==> src/design/hbms_pkg.sv <==
`default_nettype none

package hbms_pkg;

  localparam int unsigned ADDR_BITS = 4;
  localparam int unsigned WORD_BITS = 4;
  localparam int unsigned MEM_DEPTH = 1 << ADDR_BITS;

  typedef logic [ADDR_BITS-1:0] addr_t;
  typedef logic [WORD_BITS-1:0] word_t;

  // Power-up contents, repeated every 16 words when the memory is deeper.
  localparam logic [3:0] INIT_TABLE [16] = '{
    4'd1, 4'd9, 4'd13, 4'd5, 4'd7, 4'd15, 4'd11, 4'd3,
    4'd2, 4'd10, 4'd14, 4'd6, 4'd4, 4'd12, 4'd8, 4'd0
  };

  typedef struct packed {
    logic       req;
    logic       rw;
    logic       ack_line;
    logic [3:0] data_in;
  } in_t;

  typedef struct packed {
    logic       ack_out;
    logic       data_drive;
    logic [3:0] data_out;
  } out_t;

  function automatic word_t init_word(addr_t idx);
    logic [3:0] low;
    low = 4'(idx);
    return WORD_BITS'(INIT_TABLE[low]);
  endfunction

endpackage

`default_nettype wire

==> src/design/handshake_bus_memory_slave_top.sv <==
`default_nettype none

// Memory slave for a 4-bit shared-line bus with a REQ/ACK handshake. Each input
// transaction is one bus clock sample (REQ, R/W, ACK and the four data lines);
// each one yields exactly one output transaction with the ACK level, the data
// line enable and the driven word after that sample. A read drives the word
// fetched during the address phase once REQ drops; a write stores the data word,
// passes through a wait state and then acknowledges. The 16 x 4 memory powers up
// with a fixed table: per-word valid bits pick the table value until a word is
// written, so no init sweep is needed after reset.
// Throughput: one transaction per clock while in_ready_o is high; each result is
// registered into the output register, or the skid register if the output stalls.
// The address-phase memory read is registered into the fetched-word register in
// the same clock. A two-entry output stage (output register plus skid register)
// keeps in_ready_o high while a result waits; in_ready_o drops only when both are full.
module handshake_bus_memory_slave_top (
  input  wire              clk_i,
  input  wire              rst_ni,
  input  wire              in_valid_i,
  output logic             in_ready_o,
  input  wire hbms_pkg::in_t in_data_i,
  output logic             out_valid_o,
  input  wire              out_ready_i,
  output hbms_pkg::out_t   out_data_o
);

  // Handshake state.
  logic have_address_q, have_address_d;
  logic is_read_q, is_read_d;
  logic in_transfer_q, in_transfer_d;
  logic have_data_q, have_data_d;
  logic wait_left_q, wait_left_d;
  logic ack_q, ack_d;
  logic drive_q, drive_d;
  hbms_pkg::word_t drive_val_q, drive_val_d;
  hbms_pkg::addr_t addr_q, addr_d;
  hbms_pkg::word_t fetched_q;

  // Word memory with per-entry valid bits standing in for the init table.
  hbms_pkg::word_t mem_q [hbms_pkg::MEM_DEPTH];
  logic [hbms_pkg::MEM_DEPTH-1:0] mem_vld_q;

  // Output register and skid entry.
  hbms_pkg::out_t out_q, skid_q, res;
  logic out_valid_q, skid_valid_q;

  logic in_fire, out_fire;
  logic addr_phase, wr_store;
  hbms_pkg::addr_t in_addr;
  hbms_pkg::word_t in_word;

  assign in_ready_o  = !skid_valid_q;
  assign in_fire     = in_valid_i && in_ready_o;
  assign out_valid_o = out_valid_q;
  assign out_data_o  = out_q;
  assign out_fire    = out_valid_q && out_ready_i;

  assign in_addr = hbms_pkg::ADDR_BITS'(in_data_i.data_in);
  assign in_word = hbms_pkg::WORD_BITS'(in_data_i.data_in);

  // Bus step decode, in priority order.
  always_comb begin
    have_address_d = have_address_q;
    is_read_d      = is_read_q;
    in_transfer_d  = in_transfer_q;
    have_data_d    = have_data_q;
    wait_left_d    = wait_left_q;
    ack_d          = ack_q;
    drive_d        = drive_q;
    drive_val_d    = drive_val_q;
    addr_d         = addr_q;
    addr_phase     = 1'b0;
    wr_store       = 1'b0;
    if (wait_left_q) begin
      wait_left_d = 1'b0;
    end else if (!have_address_q && !have_data_q && !in_transfer_q && in_data_i.req) begin
      // Address phase: latch address and direction, fetch the word.
      have_address_d = 1'b1;
      is_read_d      = in_data_i.rw;
      addr_d         = in_addr;
      addr_phase     = 1'b1;
    end else if (have_address_q && !have_data_q && !in_transfer_q && in_data_i.req) begin
      if (!in_data_i.ack_line) begin
        ack_d = 1'b1;
      end else begin
        ack_d         = 1'b0;
        in_transfer_d = 1'b1;
      end
    end else if (have_address_q && !have_data_q && in_transfer_q && in_data_i.req &&
                 !in_data_i.ack_line && !is_read_q) begin
      // Write data phase, followed by a wait state.
      have_data_d = 1'b1;
      wr_store    = 1'b1;
      wait_left_d = 1'b1;
    end else if (have_address_q && have_data_q && in_transfer_q && in_data_i.req &&
                 !is_read_q) begin
      if (!in_data_i.ack_line) begin
        ack_d = 1'b1;
      end else begin
        ack_d          = 1'b0;
        have_address_d = 1'b0;
        have_data_d    = 1'b0;
        in_transfer_d  = 1'b0;
      end
    end else if (have_address_q && !have_data_q && in_transfer_q && !in_data_i.req &&
                 !in_data_i.ack_line && is_read_q) begin
      // Read data phase: put the fetched word on the lines with ACK.
      have_data_d = 1'b1;
      drive_d     = 1'b1;
      drive_val_d = fetched_q;
      ack_d       = 1'b1;
    end else if (have_address_q && have_data_q && in_transfer_q && in_data_i.req &&
                 in_data_i.ack_line && is_read_q) begin
      ack_d          = 1'b0;
      drive_d        = 1'b0;
      drive_val_d    = '0;
      have_address_d = 1'b0;
      have_data_d    = 1'b0;
      in_transfer_d  = 1'b0;
    end
  end

  always_comb begin
    res.ack_out    = ack_d;
    res.data_drive = drive_d;
    res.data_out   = drive_d ? 4'(drive_val_d) : 4'd0;
  end

  always_ff @(posedge clk_i or negedge rst_ni) begin
    if (!rst_ni) begin
      have_address_q <= 1'b0;
      is_read_q      <= 1'b0;
      in_transfer_q  <= 1'b0;
      have_data_q    <= 1'b0;
      wait_left_q    <= 1'b0;
      ack_q          <= 1'b0;
      drive_q        <= 1'b0;
      drive_val_q    <= '0;
      addr_q         <= '0;
      fetched_q      <= '0;
      mem_vld_q      <= '0;
    end else if (in_fire) begin
      have_address_q <= have_address_d;
      is_read_q      <= is_read_d;
      in_transfer_q  <= in_transfer_d;
      have_data_q    <= have_data_d;
      wait_left_q    <= wait_left_d;
      ack_q          <= ack_d;
      drive_q        <= drive_d;
      drive_val_q    <= drive_val_d;
      addr_q         <= addr_d;
      if (addr_phase) begin
        // Synchronous read, data registered.
        fetched_q <= mem_vld_q[in_addr] ? mem_q[in_addr] : hbms_pkg::init_word(in_addr);
      end
      if (wr_store) begin
        mem_vld_q[addr_q] <= 1'b1;
      end
    end
  end

  always_ff @(posedge clk_i) begin
    if (in_fire && wr_store) begin
      mem_q[addr_q] <= in_word;
    end
  end

  // Output register with skid entry.
  always_ff @(posedge clk_i or negedge rst_ni) begin
    if (!rst_ni) begin
      out_valid_q  <= 1'b0;
      skid_valid_q <= 1'b0;
    end else if (!out_valid_q || out_fire) begin
      if (skid_valid_q) begin
        out_valid_q  <= 1'b1;
        skid_valid_q <= 1'b0;
      end else begin
        out_valid_q <= in_fire;
      end
    end else if (in_fire) begin
      skid_valid_q <= 1'b1;
    end
  end

  always_ff @(posedge clk_i) begin
    if (!out_valid_q || out_fire) begin
      if (skid_valid_q) begin
        out_q <= skid_q;
      end else if (in_fire) begin
        out_q <= res;
      end
    end else if (in_fire) begin
      skid_q <= res;
    end
  end

  // Checks.
  a_skid_implies_out: assert property (@(posedge clk_i) disable iff (!rst_ni)
    skid_valid_q |-> out_valid_q)
    else $error("skid entry full while output register empty");

  a_stall_to_skid: assert property (@(posedge clk_i) disable iff (!rst_ni)
    (in_fire && out_valid_q && !out_ready_i) |=> skid_valid_q)
    else $error("result lost on output stall");

  a_wait_in_write: assert property (@(posedge clk_i) disable iff (!rst_ni)
    wait_left_q |-> (have_data_q && !is_read_q && !drive_q))
    else $error("wait clock outside write data phase");

  a_drive_in_read: assert property (@(posedge clk_i) disable iff (!rst_ni)
    drive_q |-> (is_read_q && have_data_q && in_transfer_q))
    else $error("data lines driven outside read data phase");

  a_data_needs_transfer: assert property (@(posedge clk_i) disable iff (!rst_ni)
    have_data_q |-> (in_transfer_q && have_address_q))
    else $error("data phase without address and transfer phase");

endmodule

`default_nettype wire
==> config.mk <==
export PLATFORM = sky130hd
export DESIGN_NAME = handshake_bus_memory_slave_top
export DESIGN_NICKNAME = d
export VERILOG_FILES = /design/src/design/hbms_pkg.sv /design/src/design/handshake_bus_memory_slave_top.sv
export SDC_FILE = /design/constraint.sdc
export NUM_CORES = 1
export LEC_CHECK = 0
export BUFFER_PORTS_ARGS = -buffer_cell sky130_fd_sc_hd__buf_2
export CAP_MARGIN = 20
export CORE_MARGIN = 2
export CORE_UTILIZATION = 40
export CTS_CLUSTER_SIZE = 24
export DETAILED_ROUTE_END_ITERATION = 16
export PLACE_DENSITY = 0.52
export SLEW_MARGIN = 20
export SYNTH_ARGS = -nofsm -noshare
export SYNTH_HDL_FRONTEND = slang
export SYNTH_SLANG_ARGS = --single-unit
==> constraint.sdc <==
create_clock -name clk_i -period 5.5 [get_ports clk_i]
set_input_delay 0.275 -clock clk_i [delete_from_list [all_inputs] [get_ports clk_i]]
set_output_delay 0.275 -clock clk_i [all_outputs]
set_load 0.02 [all_outputs]
==> results by stage, run 1 <==
STA:
- The achievable clock frequency is about 420 MHz.
- The share of the clock period used by the worst path is 43.5%.
- The total setup violations reported at the end of the flow is 0.
- The number of hold-slack violations in the final timing report is 0.
- Setup repair after global routing left no endpoint under its margin.
- The clock period minus worst slack is between 2000 and 2500 ps.
- The slew at the pin closest to its max-slew limit is 897 ps.
- In this run the tightest slew margin relative to its limit is 40.2%.
- The final-report max-slew violation count is 0.
- Clock skew on the completed layout was measured at about 7.6 ps.
- The total negative slack is 0 ps.

Synth:
- The number of instances in the synthesized netlist is 305.
- Of all flip-flops after synthesis, the portion carrying an async set or reset was 32.7%.
- The area share of the leading cell type in the synthesized netlist is 47.4%.
- Counting instances in the post-synthesis netlist gives the leading cell types as edfxtp_1, dfrtp_1, nor2_1.
- A synthesized cell averages 15.8 um^2.
- The share of the Yosys chip area taken by registers is 66.7%.
- The number of warnings issued by yosys is 0.
- Among all cell types in the netlist, the one instantiated most often is edfxtp_1.
- The number of nets handed over by synthesis was 316.
- After synthesis the cells add up to between 4000 and 5000 um^2.
- For this run, the leading register cell type out of synthesis is edfxtp_1.
- The number of enable flip-flop cells after synthesis is 76.
- The count of cell types in the netlist is 48.
- By area the synthesized netlist is led by edfxtp_1, dfrtp_1, mux4_1.
- The synthesized design contains ~110 register bits.
- The largest total area in the synthesized netlist belongs to edfxtp_1.

Drt:
- In this run, the number of DRC markers left after iteration 0 of detailed routing was 231.
- Across all layers, the routed design uses 2626 vias.
- For this run, design rule violations remaining after detail routing come to 0.
- The post-route antenna net violation count is 0.
- The routed design has just over 9 mm of wire.
- The number of vias per cell is 5.40.
- The first TritonRoute pass finished after 4 iterations.
- The wire length per cell is 19.2 um.

Floorplan:
- The die covers 12900 um^2.
- The placement row count is 40.
- The y dimension of the die is 114 um.
- The die width is 114 um.
- For this configuration, the core starts out at a cell density of between 40% and 50%.
- The number of top-level design ports is 19.
- In this run the standard cell core region covers 11900 um^2.

Critical path:
- The stage delay of the slowest cell on the critical path is 510 ps.
- The arrival time reported for the critical path endpoint is between 2000 and 2500 ps.
- For the worst flop-to-flop path, the logic depth is 5.
- STA classifies the critical path endpoint as a flip-flop.
- The critical register-to-register path startpoint is in_transfer_q$_DFFE_PN0P_.
- In this run the worst setup path begins at in_transfer_q$_DFFE_PN0P_.
- The required time of the critical path is approximately 5600 ps.
- The worst setup path is of the reg2reg kind.
- The slowest stage of the critical path belongs to the cell or3_1.
- The critical path goes through nand3b_1 -> nor3_1 -> nand4_1 -> or3_1 -> nor2_1.
- STA classifies the critical path startpoint as a flip-flop.
- In this run the worst path has a maximum fanout of 8.

Layout:
- The layout has 1016 filler cells.
- The number of diodes added for antenna fixing is 0.
- The post-synthesis to final-layout area growth is 16.9%.
- The layout cell share with drive strength beyond 1 is between 20% and 30%.
- For this run, the post-layout net count is 337.
- The combined flip-flop and latch cell area is about 3200 um^2.
- Summing all multi-input logic gate instances after layout gives 1500 um^2.

CTS:
- Clock-pin slew was measured on the worst setup and hold paths at 50 ps.
- TritonCTS built the clock tree.
- In this run the deepest clock path goes through 2 buffers.
- The clock latency on the worst-skew pair is 410 ps.
- After clock tree synthesis, the repair step resized 0 gates.
- The clock drives between 100 and 150 sinks.
- CTS built an H-tree with a depth of 4.
- The post-CTS setup buffer count is 0.
- In this run, CTS created clock tree buffers numbering 17.
- The number of buffers added to fix hold violations after cts is 1.
- The clock root buffer master is clkbuf_16.

Status:
- The run finished with clean final reports.

Worst hold path:
- The startpoint of the worst hold path is in_data_i[5].
- The worst hold path belongs to the class in2reg.
- The cell depth of the worst hold path is 2.

Pwr:
- The total power of the final layout is ~2.5 mW.
- The leakage component of the power is around 2.1 nW.
- The power per standard cell area is around 450 nW/um^2.
- Across the VDD grid, the largest voltage drop is 0.000155 V.

Place:
- The final RePlAce weighted congestion is 0.811.
- In this run the tool buffered the top-level ports with 18 buffer cells.
- The half-perimeter wire length after placement is ~5.8 mm.

Global route:
- For this run, the total global-route usage over all layers was measured as 16.1%.
- The total overflow reported by the global router is 0.
- The maximum number of pins on one net before global-route repair is 40.
- The number of antenna violations at the first check in global routing is 0.
- The global-route wire length before repair is about 15 mm.
- The via count of the first global-routing pass is approximately 2700.

Run:
- Max-cap violations in this run came to 0.
==> worst max-delay path, delay by kind of cell (launching register included) <==
family	cells	cell delay, ps
DFF	1	460
and+or+nand+nor	5	1570
==> sequential cells by signal, summed over array words and instances, names as in the netlist, 4 cells and up <==
| name | flops |
|---|---|
| mem_q | 64 |
| mem_vld_q | 16 |
| out_data_o | 6 |
| skid_q | 6 |
| addr_q | 4 |
| drive_val_q | 4 |
| fetched_q | 4 |
==> placed cells by master, fill, tap and decap left out, types with 5 or more instances in the layout <==
| master | count |
|---|---|
| buf_2 | 18 |
| nor2b_1 | 8 |
| a22o_1 | 5 |
| a22oi_1 | 10 |
| nor2_1 | 28 |
| a21oi_1 | 5 |
| mux4_2 | 9 |
| o21bai_1 | 16 |
| nand2_1 | 15 |
| nand2b_1 | 5 |
| mux2_2 | 11 |
| clkbuf_16 | 17 |
| dfrtp_1 | 37 |
| edfxtp_1 | 76 |
| mux4_1 | 11 |
| clkinvlp_4 | 8 |
==> per-stage QoR <==
| stage | setup slack (ps) | hold slack [ps] | cells | cell area (um^2) | util, % |
|---|---|---|---|---|---|
| floorplan | 3530 | -20.6 | 305 | 4810 | - |
| global route | 2950 | 79.9 | 486 | 5620 | 47.4 |
| finish | 3110 | 102 | 486 | 5620 | 47.4 |
| global placement | 3020 | 426 | 453 | 5000 | 42.1 |
| detailed placement | 2970 | 438 | 453 | 5000 | 42.1 |
| CTS | 3090 | 83.7 | 486 | 5620 | 47.4 |
==> metal layers <==
| metal | GRT usage, % | wire length, um |
|---|---|---|
| met5 | 0 | 0 |
| met4 | 6.34 | 67 |
| met3 | 5.63 | 265 |
| met2 | 23.5 | 4550 |
| met1 | 22.2 | 4450 |
==> cell families after synthesis <==
kind of cell / Yosys count / share of synthesized area [%]
buffers and inverters: 22 / 2.24
muxes: 33 / 13.4
and+or+nand+nor: 80 / 8.45
AOI/OAI and AO/OA: 55 / 8.84
DFF: 113 / 66.7
xor gates and xnor gates: 2 / 0.364
==> worst paths after layout <==
check / to / slack (ps)
setup / recovery: mem_q[14][1]$_DFFE_PP_ / 3110
hold / removal: is_read_q$_DFFE_PN0P_ / 100
setup reg to reg: mem_q[14][1]$_DFFE_PP_ / 3110
hold reg to reg: mem_vld_q[7]$_DFFE_PN0P_ / 470
max in group asynchronous: drive_val_q[1]$_DFFE_PN0P_ / 4430
min in group asynchronous: in_transfer_q$_DFFE_PN0P_ / 510
==> report_power, final <==
| part | internal, mW | switching (mW) | leakage (nW) |
|---|---|---|---|
| Combinational | 0.128 | 0.172 | 0.633 |
| Sequential | 0.994 | 0.0764 | 1.18 |
| Clock | 0.751 | 0.385 | 0.274 |
| Total | 1.87 | 0.634 | 2.09 |
==> layout make-up <==
cell class	instances	share of cell area (%)
inverters	5	0.334
repair buffers	19	1.78
clock buffers	17	7.56
well taps	147	3.27
multi-input cells	170	26.6
clock inverters	15	3.43
flip-flops and latches	113	57.0
(Power assumes the default switching activity.)
==> inputs of run 2 (changes only) <==
==> constraint.sdc (replaced) <==
create_clock -name clk_i -period 2.45 [get_ports clk_i]
set_input_delay 0.1225 -clock clk_i [delete_from_list [all_inputs] [get_ports clk_i]]
set_output_delay 0.1225 -clock clk_i [all_outputs]
set_load 0.02 [all_outputs]
==> results by stage, run 2 (synthesized netlist as in run 1, its figures left out) <==
Layout:
- The post-synthesis to final-layout area growth is 18.0% (was 16.9%).
- The final design utilization was 47.9% (was 47.4%).
- Most frequent cells in the layout: edfxtp_1, dfrtp_1, nor2_1 (unchanged).
- The register ranked first by flip-flop count is mem_q (unchanged).
- The most common cell after layout, fill and taps aside is edfxtp_1 (unchanged).
- The post-layout net count is 347 (was 337).
- The total non-filler cell area in the finished layout is 5680 um^2 (was 5620 um^2).
- The number of flip-flops under the largest register name is 64 (unchanged).
- Biggest registers after layout: mem_q (64), mem_vld_q (16) (unchanged).
- The layout cell share with drive strength beyond 1 is 26.1% (was 23.6%).
- The number of diodes added for antenna fixing came to 0 (unchanged).

Place:
- The total of buffers placed on input and output ports is 18 (unchanged).
- The final RePlAce weighted congestion is 0.780 (was 0.811).
- The half-perimeter wire length after placement is 6.37 mm (was 5.75 mm).
- The placed standard-cell area is 5060 um^2 (was 5000 um^2).

CTS:
- The CTS tree is yes (unchanged).
- The clock transition time at the flip-flop clock pins of the worst setup and hold paths is 50 ps (about the same).
- The clock latency on the worst-skew pair is 410 ps (about the same).
- The number of clock sinks was 113 (unchanged).
- The clock buffer count from CTS came to 17 (unchanged).
- The number of H-tree levels is 4 (unchanged).
- The buffer depth of the longest clock path came to 2 (unchanged).
- The clock root buffer master is clkbuf_16 (unchanged).

Status:
- Result of the run: complete, no violations (unchanged).

Global route:
- The maximum number of pins on one net before global-route repair came to 38 (was 40).
- The total overflow reported by the global router was 0 (unchanged).
- The global-route wire length before repair is 15.4 mm (was 15.2 mm).
- The via count of the first global-routing pass is 2752 (was 2690).
- The total global-route track usage came to 16.5% (was 16.1%).
- The number of antenna violations at the first check in global routing is 0 (unchanged).

STA:
- The achievable clock frequency is 438 MHz (was 418 MHz).
- The clock period minus worst slack was 2280 ps (was 2390 ps).
- Unrepaired setup endpoints after global routing: yes (was no).
- The share of the clock period used by the worst path was 93.1% (was 43.5%).
- The final-report max-slew violation count is 0 (unchanged).
- The largest clock skew in the final design was 7.57 ps (was 7.56 ps).
- The worst slew slack as a fraction of its limit was 42.4% (was 40.2%).
- The number of hold-slack violations in the final timing report is 0 (unchanged).
- The slew at the pin closest to its max-slew limit is 864 ps (was 897 ps).
- The total setup violations reported at the end of the flow was 0 (unchanged).

Critical path:
- The required time of the critical path came to 2530 ps (was 5550 ps).
- The critical path class is reg2reg (unchanged).
- The peak fanout along the critical path came to 8 (unchanged).
- The setup slack on the worst flop-to-flop path came to 170 ps (was 3110 ps).
- The arrival time reported for the critical path endpoint came to 2360 ps (was 2440 ps).
- The startpoint type of the worst setup path is a flip-flop (unchanged).
- The critical path endpoint category is a flip-flop (unchanged).
- The critical register-to-register path startpoint is in_transfer_q$_DFFE_PN0P_ (unchanged).
- The start point of the critical path was in_transfer_q$_DFFE_PN0P_ (unchanged).

Floorplan:
- The die width is 114 um (unchanged).
- The placeable core region came to 11900 um^2 (unchanged).
- The y dimension of the die is 114 um (unchanged).
- The number of top-level design ports is 19 (unchanged).
- The die area is 12900 um^2 (unchanged).
- The initial cell density of the core is 40.6% (unchanged).
- The placement row count is 40 (unchanged).

Drt:
- The violation count after the first detailed-route iteration came to 220 (was 231).
- The total vias in the final route is 2657 (was 2626).
- The DRC violation count after routing is 0 (unchanged).
- The count of TritonRoute iterations in the first routing pass came to 4 (unchanged).
- The post-route antenna net violation count was 0 (unchanged).
- The wire length per cell is 19.4 um (was 19.2 um).
- The number of vias per cell was 5.36 (was 5.40).
- The final wirelength came to 9.64 mm (was 9.33 mm).

Pwr:
- The power per standard cell area is 972 nW/um^2 (was 446 nW/um^2).
- The leakage component of the power is 2.14 nW (was 2.09 nW).
- The maximum VDD drop is 0.000722 V (was 0.000155 V).

Worst hold path:
- The type of the tightest min-delay check is in2reg (unchanged).
- The startpoint of the worst hold path is in_data_i[6] (was in_data_i[5]).

Run:
- The number of max-cap violations is 0 (unchanged).
[run 2: final timing paths]
path                                            end  cells after the start
max                           mem_q[0][1]$_DFFE_PP_                      5
min                         have_data_q$_DFFE_PN0P_                      2
max reg2reg                   mem_q[0][1]$_DFFE_PP_                      5
min reg2reg                mem_vld_q[1]$_DFFE_PN0P_                      1
max in group asynchronous  fetched_q[1]$_DFFE_PN0P_                      2
min in group asynchronous     is_read_q$_DFFE_PN0P_                      2
[run 2: area by class of cell]
| class | instances | area [um^2] |
|---|---|---|
| Fill cell | 1034 | 6180 |
| Tap cell | 147 | 184 |
| Clock buffer | 21 | 440 |
| Clock inverter | 11 | 139 |
| Sequential cell | 113 | 3210 |
| Inverter | 5 | 18.8 |
| Multi-Input combinational cell | 170 | 1510 |
| Timing Repair Buffer | 29 | 180 |
[run 2: metrics by stage]
stage / instances / power [mW] / hold WS, ps / TNS, ps / setup slack (ps)
2_1_floorplan: 305 / 2.89 / -173 / 0 / 478
3_3_place_gp: 461 / 3.13 / 278 / 0 / 223
5_1_grt: 496 / 5.76 / 54.5 / -222 / -24.6
4_1_cts: 496 / 5.55 / 19.8 / 0 / 136
6_report: 496 / 5.52 / 35.8 / 0 / 169
3_5_place_dp: 461 / 3.13 / 293 / 0 / 170
[run 2: metal layers]
metal	up-vias	wire length (um)	track usage (%)
met1	1327	4580	23.2
met2	62	4340	23.6
met3	17	526	5.42
met4	0	195	7.32
li1	1251	-	-
met5	-	0	0
[run 2: power breakdown]
| part | internal [mW] | switching [mW] |
|---|---|---|
| clock | 1.59 | 0.826 |
| combinational | 0.300 | 0.435 |
| sequential | 2.23 | 0.136 |
[run 2: repair_timing]
action                     CTS  global route
setup endpoints to repair    0            20
hold endpoints to repair    40             0
gates resized for setup      0             5
buffers inserted             0             0
hold buffers                 3             0
[run 2: critical path: stages (launching register included)]
cell and delay (ps):
dfrtp_1 460, nand3b_1 210, nor3_1 180, nand4_1 220, or3_1 530, nor2_1 340
